**src/hw/rtl/esd_pkg.sv**
```systemverilog
package esd_pkg;

  // Decoder mode codes. Codes above MODE_DROP behave as normal mode.
  localparam logic [2:0] MODE_NORMAL = 3'd0;
  localparam logic [2:0] MODE_ESC    = 3'd1;
  localparam logic [2:0] MODE_HEX1   = 3'd2;
  localparam logic [2:0] MODE_HEX2   = 3'd3;
  localparam logic [2:0] MODE_DROP   = 3'd4;

  // Result status codes.
  localparam logic [1:0] ST_BYTE      = 2'd0;
  localparam logic [1:0] ST_BAD_ESC   = 2'd1;
  localparam logic [1:0] ST_SHORT_HEX = 2'd2;
  localparam logic [1:0] ST_BAD_HEX   = 2'd3;

  // Characters that the decoder recognises.
  localparam logic [7:0] CH_BACKSLASH = 8'h5C;
  localparam logic [7:0] CH_ZERO      = 8'h30;
  localparam logic [7:0] CH_NINE      = 8'h39;
  localparam logic [7:0] CH_N         = 8'h6E;
  localparam logic [7:0] CH_T         = 8'h74;
  localparam logic [7:0] CH_R         = 8'h72;
  localparam logic [7:0] CH_X         = 8'h78;
  localparam logic [7:0] CH_LF        = 8'h0A;
  localparam logic [7:0] CH_TAB       = 8'h09;
  localparam logic [7:0] CH_CR        = 8'h0D;
  localparam logic [7:0] CH_LOWER_A   = 8'h61;
  localparam logic [7:0] CH_LOWER_F   = 8'h66;
  localparam logic [7:0] CH_UPPER_A   = 8'h41;
  localparam logic [7:0] CH_UPPER_F   = 8'h46;
  localparam logic [7:0] CH_NUL       = 8'h00;

  // Payload of one input request.
  typedef struct packed {
    logic [7:0] in_byte;
    logic       in_last;
  } in_item_t;

  // Payload of one result request.
  typedef struct packed {
    logic [7:0] out_byte;
    logic [1:0] status;
    logic       out_last;
  } out_item_t;

  // Input register contents handed to the decoder.
  typedef struct packed {
    logic     valid;
    in_item_t item;
  } stage_t;

  // Decoder result handed to the output register.
  typedef struct packed {
    logic      load;
    out_item_t item;
  } result_t;

  // Hex digit lookup: bit 4 set when the character is a hex digit, low bits its value.
  function automatic logic [4:0] hex_value(input logic [7:0] c);
    logic [4:0] v;
    v = 5'd0;
    if (c >= CH_ZERO && c <= CH_NINE) begin
      v = {1'b1, 4'(c - CH_ZERO)};
    end else if (c >= CH_LOWER_A && c <= CH_LOWER_F) begin
      v = {1'b1, 4'(c - CH_LOWER_A + 8'd10)};
    end else if (c >= CH_UPPER_A && c <= CH_UPPER_F) begin
      v = {1'b1, 4'(c - CH_UPPER_A + 8'd10)};
    end
    return v;
  endfunction

endpackage

```
**src/hw/rtl/esd_stream_if.sv**
```systemverilog
// Valid/ready channel carrying one request payload.
interface esd_stream_if #(
  parameter type payload_t = logic [7:0]
) ();
  logic     valid;
  logic     ready;
  payload_t payload;

  modport source (output valid, output payload, input ready);
  modport sink (input valid, input payload, output ready);
endinterface

```
**src/hw/rtl/esd_in_reg.sv**
```systemverilog
// Input register: one raw byte per cycle while free, held until the decoder takes it.
module esd_in_reg (
  input  logic            clk_i,
  input  logic            rst_ni,
  esd_stream_if.sink      in_i,
  input  logic            advance_i,
  output esd_pkg::stage_t stage_o
);

  logic             valid_q, valid_d;
  esd_pkg::in_item_t item_q;
  logic             load;

  // The register is free when empty or when its contents move on this cycle.
  assign in_i.ready = !valid_q || advance_i;
  assign load       = in_i.valid && in_i.ready;
  assign valid_d    = load || (valid_q && !advance_i);

  always_ff @(posedge clk_i or negedge rst_ni) begin
    if (!rst_ni) begin
      valid_q <= 1'b0;
    end else begin
      valid_q <= valid_d;
    end
  end

  // Payload needs no reset.
  always_ff @(posedge clk_i) begin
    if (load) begin
      item_q <= in_i.payload;
    end
  end

  assign stage_o.valid = valid_q;
  assign stage_o.item  = item_q;

endmodule

```
**src/hw/rtl/esd_decode.sv**
```systemverilog
// Escape decoder: holds the mode and the pending high nibble and turns one raw byte into
// zero or one result.
module esd_decode (
  input  logic             clk_i,
  input  logic             rst_ni,
  input  esd_pkg::stage_t  stage_i,
  input  logic             out_free_i,
  output logic             advance_o,
  output esd_pkg::result_t result_o
);

  logic [2:0] mode_q, mode_d;
  logic [3:0] nibble_q, nibble_d;
  logic       produce;
  logic [7:0] out_byte;
  logic [1:0] status;
  logic       out_last;
  logic [7:0] c;
  logic       last;
  logic [4:0] hv;

  assign c    = stage_i.item.in_byte;
  assign last = stage_i.item.in_last;
  assign hv   = esd_pkg::hex_value(c);

  // Next mode and result for the byte in the input register.
  always_comb begin
    mode_d   = mode_q;
    nibble_d = nibble_q;
    produce  = 1'b0;
    out_byte = esd_pkg::CH_NUL;
    status   = esd_pkg::ST_BYTE;
    out_last = last;
    unique case (mode_q)
      esd_pkg::MODE_ESC: begin
        mode_d  = esd_pkg::MODE_NORMAL;
        produce = 1'b1;
        case (c)
          esd_pkg::CH_ZERO:      out_byte = esd_pkg::CH_NUL;
          esd_pkg::CH_BACKSLASH: out_byte = esd_pkg::CH_BACKSLASH;
          esd_pkg::CH_N:         out_byte = esd_pkg::CH_LF;
          esd_pkg::CH_T:         out_byte = esd_pkg::CH_TAB;
          esd_pkg::CH_R:         out_byte = esd_pkg::CH_CR;
          esd_pkg::CH_X: begin
            if (last) begin
              status   = esd_pkg::ST_SHORT_HEX;
              out_last = 1'b1;
              nibble_d = 4'd0;
            end else begin
              produce = 1'b0;
              mode_d  = esd_pkg::MODE_HEX1;
            end
          end
          default: begin
            status   = esd_pkg::ST_BAD_ESC;
            out_last = 1'b1;
            nibble_d = 4'd0;
            mode_d   = last ? esd_pkg::MODE_NORMAL : esd_pkg::MODE_DROP;
          end
        endcase
      end
      esd_pkg::MODE_HEX1: begin
        // The length test comes before the digit test.
        if (last) begin
          produce  = 1'b1;
          status   = esd_pkg::ST_SHORT_HEX;
          out_last = 1'b1;
          nibble_d = 4'd0;
          mode_d   = esd_pkg::MODE_NORMAL;
        end else if (!hv[4]) begin
          produce  = 1'b1;
          status   = esd_pkg::ST_BAD_HEX;
          out_last = 1'b1;
          nibble_d = 4'd0;
          mode_d   = esd_pkg::MODE_DROP;
        end else begin
          nibble_d = hv[3:0];
          mode_d   = esd_pkg::MODE_HEX2;
        end
      end
      esd_pkg::MODE_HEX2: begin
        produce  = 1'b1;
        nibble_d = 4'd0;
        if (!hv[4]) begin
          status   = esd_pkg::ST_BAD_HEX;
          out_last = 1'b1;
          mode_d   = last ? esd_pkg::MODE_NORMAL : esd_pkg::MODE_DROP;
        end else begin
          out_byte = {nibble_q, hv[3:0]};
          mode_d   = esd_pkg::MODE_NORMAL;
        end
      end
      esd_pkg::MODE_DROP: begin
        // The rest of a failed string is discarded up to its final byte.
        if (last) begin
          mode_d = esd_pkg::MODE_NORMAL;
        end
      end
      default: begin
        mode_d  = esd_pkg::MODE_NORMAL;
        produce = 1'b1;
        if (c == esd_pkg::CH_BACKSLASH) begin
          if (last) begin
            status   = esd_pkg::ST_BAD_ESC;
            out_last = 1'b1;
            nibble_d = 4'd0;
          end else begin
            produce = 1'b0;
            mode_d  = esd_pkg::MODE_ESC;
          end
        end else begin
          out_byte = c;
        end
      end
    endcase
  end

  // A byte without a result moves on even while the output register is full.
  assign advance_o = stage_i.valid && (out_free_i || !produce);

  always_ff @(posedge clk_i or negedge rst_ni) begin
    if (!rst_ni) begin
      mode_q   <= esd_pkg::MODE_NORMAL;
      nibble_q <= 4'd0;
    end else if (advance_o) begin
      mode_q   <= mode_d;
      nibble_q <= nibble_d;
    end
  end

  assign result_o.load          = advance_o && produce;
  assign result_o.item.out_byte = out_byte;
  assign result_o.item.status   = status;
  assign result_o.item.out_last = out_last;

endmodule

```
**src/hw/rtl/esd_out_reg.sv**
```systemverilog
// Result register: presents one decoded request until the sink takes it.
module esd_out_reg (
  input  logic             clk_i,
  input  logic             rst_ni,
  input  esd_pkg::result_t result_i,
  esd_stream_if.source     out_o,
  output logic             out_free_o
);

  logic               valid_q, valid_d;
  esd_pkg::out_item_t item_q;

  // Free when empty or when the held result is taken this cycle.
  assign out_free_o = !valid_q || out_o.ready;
  assign valid_d    = result_i.load || (valid_q && !out_o.ready);

  always_ff @(posedge clk_i or negedge rst_ni) begin
    if (!rst_ni) begin
      valid_q <= 1'b0;
    end else begin
      valid_q <= valid_d;
    end
  end

  always_ff @(posedge clk_i) begin
    if (result_i.load) begin
      item_q <= result_i.item;
    end
  end

  assign out_o.valid   = valid_q;
  assign out_o.payload = item_q;

endmodule

```
**src/hw/rtl/escape_sequence_decoder.sv**
```systemverilog
// Backslash escape decoder. Raw string bytes enter on in_i, one per cycle, with in_last
// set on the final byte of each string; decoded bytes leave on out_o with out_last on
// the final result of the string. \0, \\, \n, \t, \r and \xHH are decoded, other bytes
// pass through. An error gives one result with a non-zero status, a zero byte and
// out_last set, and the rest of that string is dropped. An accepted byte passes the input
// register, then the result register, and a new byte can be accepted every cycle unless
// the sink stalls the result register; the decoder mode register updates as each byte
// moves on. Bytes that complete no character (a backslash, the x and first digit of a
// hex escape, dropped bytes) give no result.
module escape_sequence_decoder (
  input  logic         clk_i,
  input  logic         rst_ni,
  esd_stream_if.sink   in_i,
  esd_stream_if.source out_o
);

  esd_pkg::stage_t  stage;
  esd_pkg::result_t result;
  logic             advance;
  logic             out_free;

  esd_in_reg u_in_reg (
    .clk_i     (clk_i),
    .rst_ni    (rst_ni),
    .in_i      (in_i),
    .advance_i (advance),
    .stage_o   (stage)
  );

  esd_decode u_decode (
    .clk_i      (clk_i),
    .rst_ni     (rst_ni),
    .stage_i    (stage),
    .out_free_i (out_free),
    .advance_o  (advance),
    .result_o   (result)
  );

  esd_out_reg u_out_reg (
    .clk_i      (clk_i),
    .rst_ni     (rst_ni),
    .result_i   (result),
    .out_o      (out_o),
    .out_free_o (out_free)
  );

endmodule

```
**src/flat_wrapper.sv**
```systemverilog
// flat-port wrapper written by rule: the top's interface ports become plain ports
module escape_sequence_decoder_flat 
  (clk_i, rst_ni, in_i_valid, in_i_payload, in_i_ready, out_o_valid, out_o_payload, out_o_ready);
  esd_stream_if in_i_i ();
  esd_stream_if out_o_i ();
  input  logic clk_i;
  input  logic rst_ni;
  input wire logic [$bits(in_i_i.valid)-1:0] in_i_valid;
  input wire logic [$bits(in_i_i.payload)-1:0] in_i_payload;
  output wire logic [$bits(in_i_i.ready)-1:0] in_i_ready;
  output wire logic [$bits(out_o_i.valid)-1:0] out_o_valid;
  output wire logic [$bits(out_o_i.payload)-1:0] out_o_payload;
  input wire logic [$bits(out_o_i.ready)-1:0] out_o_ready;
  assign in_i_i.valid = in_i_valid;
  assign in_i_i.payload = in_i_payload;
  assign in_i_ready = in_i_i.ready;
  assign out_o_valid = out_o_i.valid;
  assign out_o_payload = out_o_i.payload;
  assign out_o_i.ready = out_o_ready;
  escape_sequence_decoder u_core (.clk_i(clk_i), .rst_ni(rst_ni), .in_i(in_i_i), .out_o(out_o_i));
endmodule
```
**config.mk**
```make
export PLATFORM = sky130hd
export DESIGN_NAME = escape_sequence_decoder_flat
export DESIGN_NICKNAME = d
export VERILOG_FILES = /design/src/hw/rtl/esd_pkg.sv /design/src/hw/rtl/esd_stream_if.sv /design/src/hw/rtl/esd_in_reg.sv /design/src/hw/rtl/esd_decode.sv /design/src/hw/rtl/esd_out_reg.sv /design/src/hw/rtl/escape_sequence_decoder.sv /design/src/flat_wrapper.sv
export SDC_FILE = /design/constraint.sdc
export NUM_CORES = 1
export LEC_CHECK = 0
export ABC_AREA = 1
export BUFFER_PORTS_ARGS = -buffer_cell sky130_fd_sc_hd__buf_2
export CORE_MARGIN = 5
export CORE_UTILIZATION = 30
export CTS_BUF_LIST = sky130_fd_sc_hd__clkbuf_2 sky130_fd_sc_hd__clkbuf_4 sky130_fd_sc_hd__clkbuf_8
export CTS_CLUSTER_SIZE = 25
export DETAILED_ROUTE_END_ITERATION = 8
export MAX_ROUTING_LAYER = met4
export SLEW_MARGIN = 20
export SYNTH_ARGS = -nofsm -noshare
export SYNTH_HDL_FRONTEND = slang
export SYNTH_SLANG_ARGS = --single-unit
```
**constraint.sdc**
```tcl
create_clock -name clk_i -period 4.2 [get_ports clk_i]
set_input_delay 0.84 -clock clk_i [delete_from_list [all_inputs] [get_ports clk_i]]
set_output_delay 0.84 -clock clk_i [all_outputs]
set_load 0.02 [all_outputs]
```
# Yosys cells after proc, flatten, opt, wreduce, memory -nomap -nowiden
# Index checks and enable logic that the tools add are counted.
totals:
  ff_bits: 25
  latch_bits: 0
  mem_bits_rw: 0
  romBits: 0
  inputBits: 12
  out_inout_bits: 10
  word_cells: 96
  mem_count: 0
classes:
  n_addsub: 5
  mul: 0
  n_div: 0
  magnitude_cmp: 6
  eq_ne: 12
  shifts: 0
  mux: 40
  n_bitwise: 1
  n_reduce_logical: 23
ops:
  columns: ["operator", "n"]
  rows:
  - ["7-bit equality test, second input constant", 5]
  - ["5-bit 2-to-1 mux", 5]
  - ["5-bit one-hot mux with 4 select lines", 1]
  - ["4-bit 2-to-1 mux", 4]
  - ["4-bit one-hot mux with 4 select lines", 1]
  - ["3-bit 2-to-1 mux", 5]
  - ["5-bit one-hot mux with 3 select lines", 1]
  - ["7-bit >= comparator, second input constant", 2]
  - ["7-bit <= comparator, second input constant", 2]
  - ["3-bit one-hot mux with 4 select lines", 1]
  - ["4-bit by 1-bit subtractor with 4-bit output, second input constant", 3]
  - ["1-bit 2-to-1 mux", 11]
  - ["4-bit adder, second input constant", 2]
  - ["1-bit logical AND", 8]
  - ["2-bit 2-to-1 mux", 4]
  - ["1-bit one-hot mux with 4 select lines", 2]
  - ["2-bit one-hot mux with 4 select lines", 1]
  - ["4-bit one-hot mux with 2 select lines", 1]
  - ["7-bit by 6-bit equality test with 1-bit output, second input constant", 1]
  - ["7-bit by 6-bit >= comparator with 1-bit output, second input constant", 1]
  - ["7-bit by 6-bit <= comparator with 1-bit output, second input constant", 1]
  - ["3-bit by 2-bit equality test with 1-bit output, second input constant", 2]
  - ["3-bit one-hot mux with 2 select lines", 1]
  - ["1-bit logical NOT", 5]
  - ["other kinds (13)", 17]

# Longest topological paths before layout
depth:
  depth_word: 14
  mapped_depth: 15
  ltp_nobuf: 15

# Cells and area by module
# A second synthesis with hierarchy kept.
unflattened:
  hier_cells: 201
  area_unflattened_um2: 1666.6
modules_own_cells:
  columns: ["module", "n_inst", "cells_per_inst", "area_per_inst_um2", "seq_area_each_um2"]
  rows:
  - ["esd_decode", 1, 171, 1077.3, 175.2]
  - ["esd_in_reg", 1, 17, 304.0, 265.3]
  - ["esd_out_reg", 1, 13, 285.3, 265.3]

# Worst setup path after synthesis
# Ideal clock, no wire load.
synth_path:
  kind: "register -> output"
  from: "reg u_core.u_in_reg.item_q, in the netlist u_core.u_in_reg.stage_o[1]"
  to: "out in_i_ready"
  t_arrival_ns: 1.650
  required_ns: 3.360
  path_slack_ns: 1.710
  path_stages_with_launch: 11
  n_path_buf: 0
  path_cell_list: "edfxtp_1 > inv_1 > ha_1 > nand2_1 > nor2_1 > nand2_1 > o21ai_0 > nand2_1 > nor2_1 > nand2_2 > nand4_1"
synth_via:
  elab_chain_len: 12
  word_cells_on_any_way: 23
  cone_classes: "6 x order compare; 2 x eq/ne; 8 x mux; 7 x reduce/logical"
synth_rtl:
  columns: ["element", "line", "rtl"]
  rows:
  - ["from (decl)", "esd_in_reg.sv:11", "esd_pkg::in_item_t item_q;"]
  - ["from (signal assigned)", "esd_in_reg.sv:30", "item_q <= in_i.payload;"]
  - ["7-bit >= comparator or 7-bit <= comparator (tied branches)", "esd_pkg.sv:66", "end else if (c >= CH_UPPER_A && c <= CH_UPPER_F) begin"]
  - ["1-bit logical AND", "esd_pkg.sv:66", null]
  - ["5-bit 2-to-1 mux", "esd_pkg.sv:66", null]
  - ["5-bit 2-to-1 mux", "esd_pkg.sv:64", "end else if (c >= CH_LOWER_A && c <= CH_LOWER_F) begin"]
  - ["5-bit 2-to-1 mux", "esd_pkg.sv:62", "if (c >= CH_ZERO && c <= CH_NINE) begin"]
  - ["1-bit 2-to-1 mux", "esd_decode.sv:70", "end else if (!hv[4]) begin"]
  - ["1-bit 2-to-1 mux", "esd_decode.sv:64", "if (last) begin"]
  - ["1-bit one-hot mux with 4 select lines *", "esd_decode.sv:34", "unique case (mode_q)"]
  - ["1-bit logical NOT *", "esd_decode.sv:119", "assign advance_o = stage_i.valid && (out_free_i || !produce);"]
  - ["1-bit logical OR *", "esd_decode.sv:119", null]
  - ["1-bit logical AND *", "esd_decode.sv:119", null]
  - ["1-bit logical OR *", "esd_in_reg.sv:15", "assign in_i.ready = !valid_q || advance_i;"]
  - ["to (decl)", "flat_wrapper.sv:10", "output wire logic [$bits(in_i_i.ready)-1:0] in_i_ready;"]
# Mark *: on every way between the ends. The rest lies on a longest branch, timed or not.

# Worst setup path after layout
# Ends and elaborated chain as after synthesis.

==> impl_metrics.csv <==
group,metric,value,unit
run_status,status,"complete, no violations",
finish,drive_above_1_share,18.5,%
placed_design,dp_hpwl,2310,um
sta,fin_skew,0.00118,ns
floorplanning,core-area,4720,um^2
floorplanning,io_pins,22,
grt,grt_use_total,10.2,%
logic_synthesis,yosysTopAreaCell,"edfxtp_1",
grt,grt_max_degree,13,
cts,ctsResizeCount,0,
sta,setup_viol,0,
finish,nNetsFinal,217,
logic_synthesis,syn_inst,179,
logic_synthesis,yosys-top-cells-count,"nand2_1, inv_1, edfxtp_1, nor2_1, nand3_1",
sta,maxSlewViolCount,0,
floorplanning,dieHeight,79.6,um
logic_synthesis,synthDistinctLibCells,25,
cts,cts_root_buffer,"clkbuf_8",
floorplanning,die-area,6340,um^2
routing,drt-wirelength-per-cell,10.6,um
routing,drt_wl_total,2840,um
cts,htreeDepth,1,
logic_synthesis,synth_area,1460,um^2
sta,max_slew_margin,66.5,%
logic_synthesis,synth_top_area_share,33.0,%
routing,drtAntennaViolNets,0,
grt,busiest_layer,"met2",
routing,via_per_inst,4.69,
cts,cts_buffer_depth,2,
cts,cts_setup_buffers,0,
logic_synthesis,yosysMostFrequentCell,"nand2_1",
pwr,ir_drop,186,uV
routing,route.detailed.drc,0,
routing,num_vias,1251,
worst_setup_path,start_kind,"flip-flop",
grt,grtUsageMet2,15.0,%
cts,cts_buffers,3,
worst_setup_path,cp-end-kind,"primary output",
worst_setup_path,worstSetupPathType,"reg2out",
logic_synthesis,syn_nets,195,
grt,gr-usage-met1,13.6,%
grt,grt_first_pass_wirelength,5060,um
grt,grt_pass1_vias,1167,
routing,drt_iter0_markers,56,
min_path,holdCritPathClass,"in2async",
placed_design,gp_congestion,0.925,
finish,finalInstanceArea,1660,um^2
worst_setup_path,path_max_fanout,8,
run,maxCapViolations,0,
sta,rsz0062_at_grt,"false",
placed_design,portBuffers,21,
grt,met3_usage,2.71,%
sta,period_minus_slack,3.06,ns
cts,clock_sink_count,22,
floorplanning,rows,25,
sta,finalCritPeriodShare,72.8,%
logic_synthesis,ys_seq_area_share,43.3,%
grt,grt-ovfl-total,0,
cts,clkTransAtPathRegs,0.07,ns
logic_synthesis,synth-edff-count,16,
finish,diodes,0,
routing,first_pass_iters,5,
cts,clock_latency,0.26,ns
pwr,p_leak,0.805,nW
sta,fmax,0.327,GHz
cts,cts_tree,"built",
finish,syn_to_final_growth,14.2,%
logic_synthesis,yosysWarnings,0,
logic_synthesis,ys_seq_elements,22,
pwr,p_per_area,296,nW/um^2
placed_design,placed_area,1610,um^2
logic_synthesis,yosys_most_used_dff,"edfxtp_1",
floorplanning,die_w,79.6,um
worst_setup_path,critPathRequiredTime,3.36,ns
sta,max_slew.worst_pin.slew,0.499,ns
sta,hold_viol,0,
floorplanning,start_util,30.8,%
logic_synthesis,async_reset_ff_share,27.3,%
logic_synthesis,synth_area_per_cell,8.13,um^2
logic_synthesis,synth_top_cells_by_area,"edfxtp_1, nand2_1, dfrtp_1, inv_1, nand3_1",
sta,fin_setup_tns,0,ns
grt,antenna_found_initial,0,
worst_setup_path,crit_arrival,2.22,ns
cts,ctsHoldBuffers,0,
-- worst max-delay path: stages, from the launching register on --
cell	delay, ns
edfxtp_1	0.43
inv_1	0.22
ha_1	0.22
nand2_1	0.06
nor2_1	0.19
nand2_1	0.09
o21ai_0	0.15
nand2_1	0.07
nor2_1	0.12
nand2_2	0.10
nand4_1	0.12
buf_2	0.18
-- registers in the layout, summed over array words and instances (netlist names) --
register and count:
u_core.u_in_reg.stage_o 8, u_core.u_out_reg.out_o.payload 8, u_core.u_decode.mode_q 3, u_core.u_decode.nibble_q 1, u_core.u_in_reg.valid_q 1, u_core.u_out_reg.out_o.valid 1
-- cells in the final DEF (no fill, tap or decap), types with 6 or more instances in the layout --
cell type	instances
nand2_1	55
inv_1	26
buf_2	21
nor2_1	16
edfxtp_1	16
nand3_1	12
nand4_1	9
dfrtp_1	6
-- cells by family after synthesis --
logic type | share of synthesized area [%]
AO/OA/AOI/OAI | 7.39
flip-flops | 43.3
buffers and inverters | 9.29
adder cells (fa/ha/maj) | 3.44
XOR/XNOR | 1.20
AND/OR/NAND/NOR | 35.3
-- path summary, 6_finish.rpt --
| kind | from | to | slack [ns] | cells past startpoint |
|---|---|---|---|---|
| max reg2reg | u_core.u_in_reg.stage_o[1] | u_core.u_in_reg.stage_o[6] | 1.83 | 12 |
| min in group clk_i | u_core.u_decode.mode_q[0] | u_core.u_decode.mode_q[0] | 0.51 | 2 |
| max in group asynchronous | rst_ni | u_core.u_out_reg.out_o.valid | 3.68 | 1 |
| max | u_core.u_in_reg.stage_o[1] | in_i_ready | 1.14 | 11 |
| min reg2reg | u_core.u_decode.mode_q[0] | u_core.u_decode.mode_q[0] | 0.51 | 2 |
| min | rst_ni | u_core.u_decode.mode_q[2] | 0.38 | 1 |
-- report_power, final --
part           switching, mW  total, mW  internal [mW]
combinational         0.0536     0.0796         0.0260
clock                 0.0646      0.148         0.0835
sequential            0.0121      0.264          0.252
total                  0.130      0.492          0.362
-- final cells by class --
cell class | instances | area (um^2)
clock buffers | 4 | 55.1
repair buffers | 21 | 105
multi-input cells | 127 | 689
inverters | 26 | 97.6
fillers | 480 | 3060
well taps | 67 | 83.8
flip-flops and latches | 22 | 631
-- per-layer routing --
layer,share of wire (%),up-vias
met3,9.1,4
met2,41,59
met1,48,542
met4,1.7,0
met5,0,-
li1,-,646
-- per-stage QoR --
stage	hold WS (ns)	setup slack (ns)	power, mW	utilization, %	cells
detailed placement	0.497	1.44	0.349	34.0	263
global route	0.379	0.868	0.522	35.2	267
CTS	0.385	1.13	0.498	35.2	267
global placement	0.504	1.45	0.349	34.0	263
floorplan	0.463	1.71	0.327	-	179
finish	0.385	1.14	0.492	35.2	267
(Power assumes the default switching activity.)
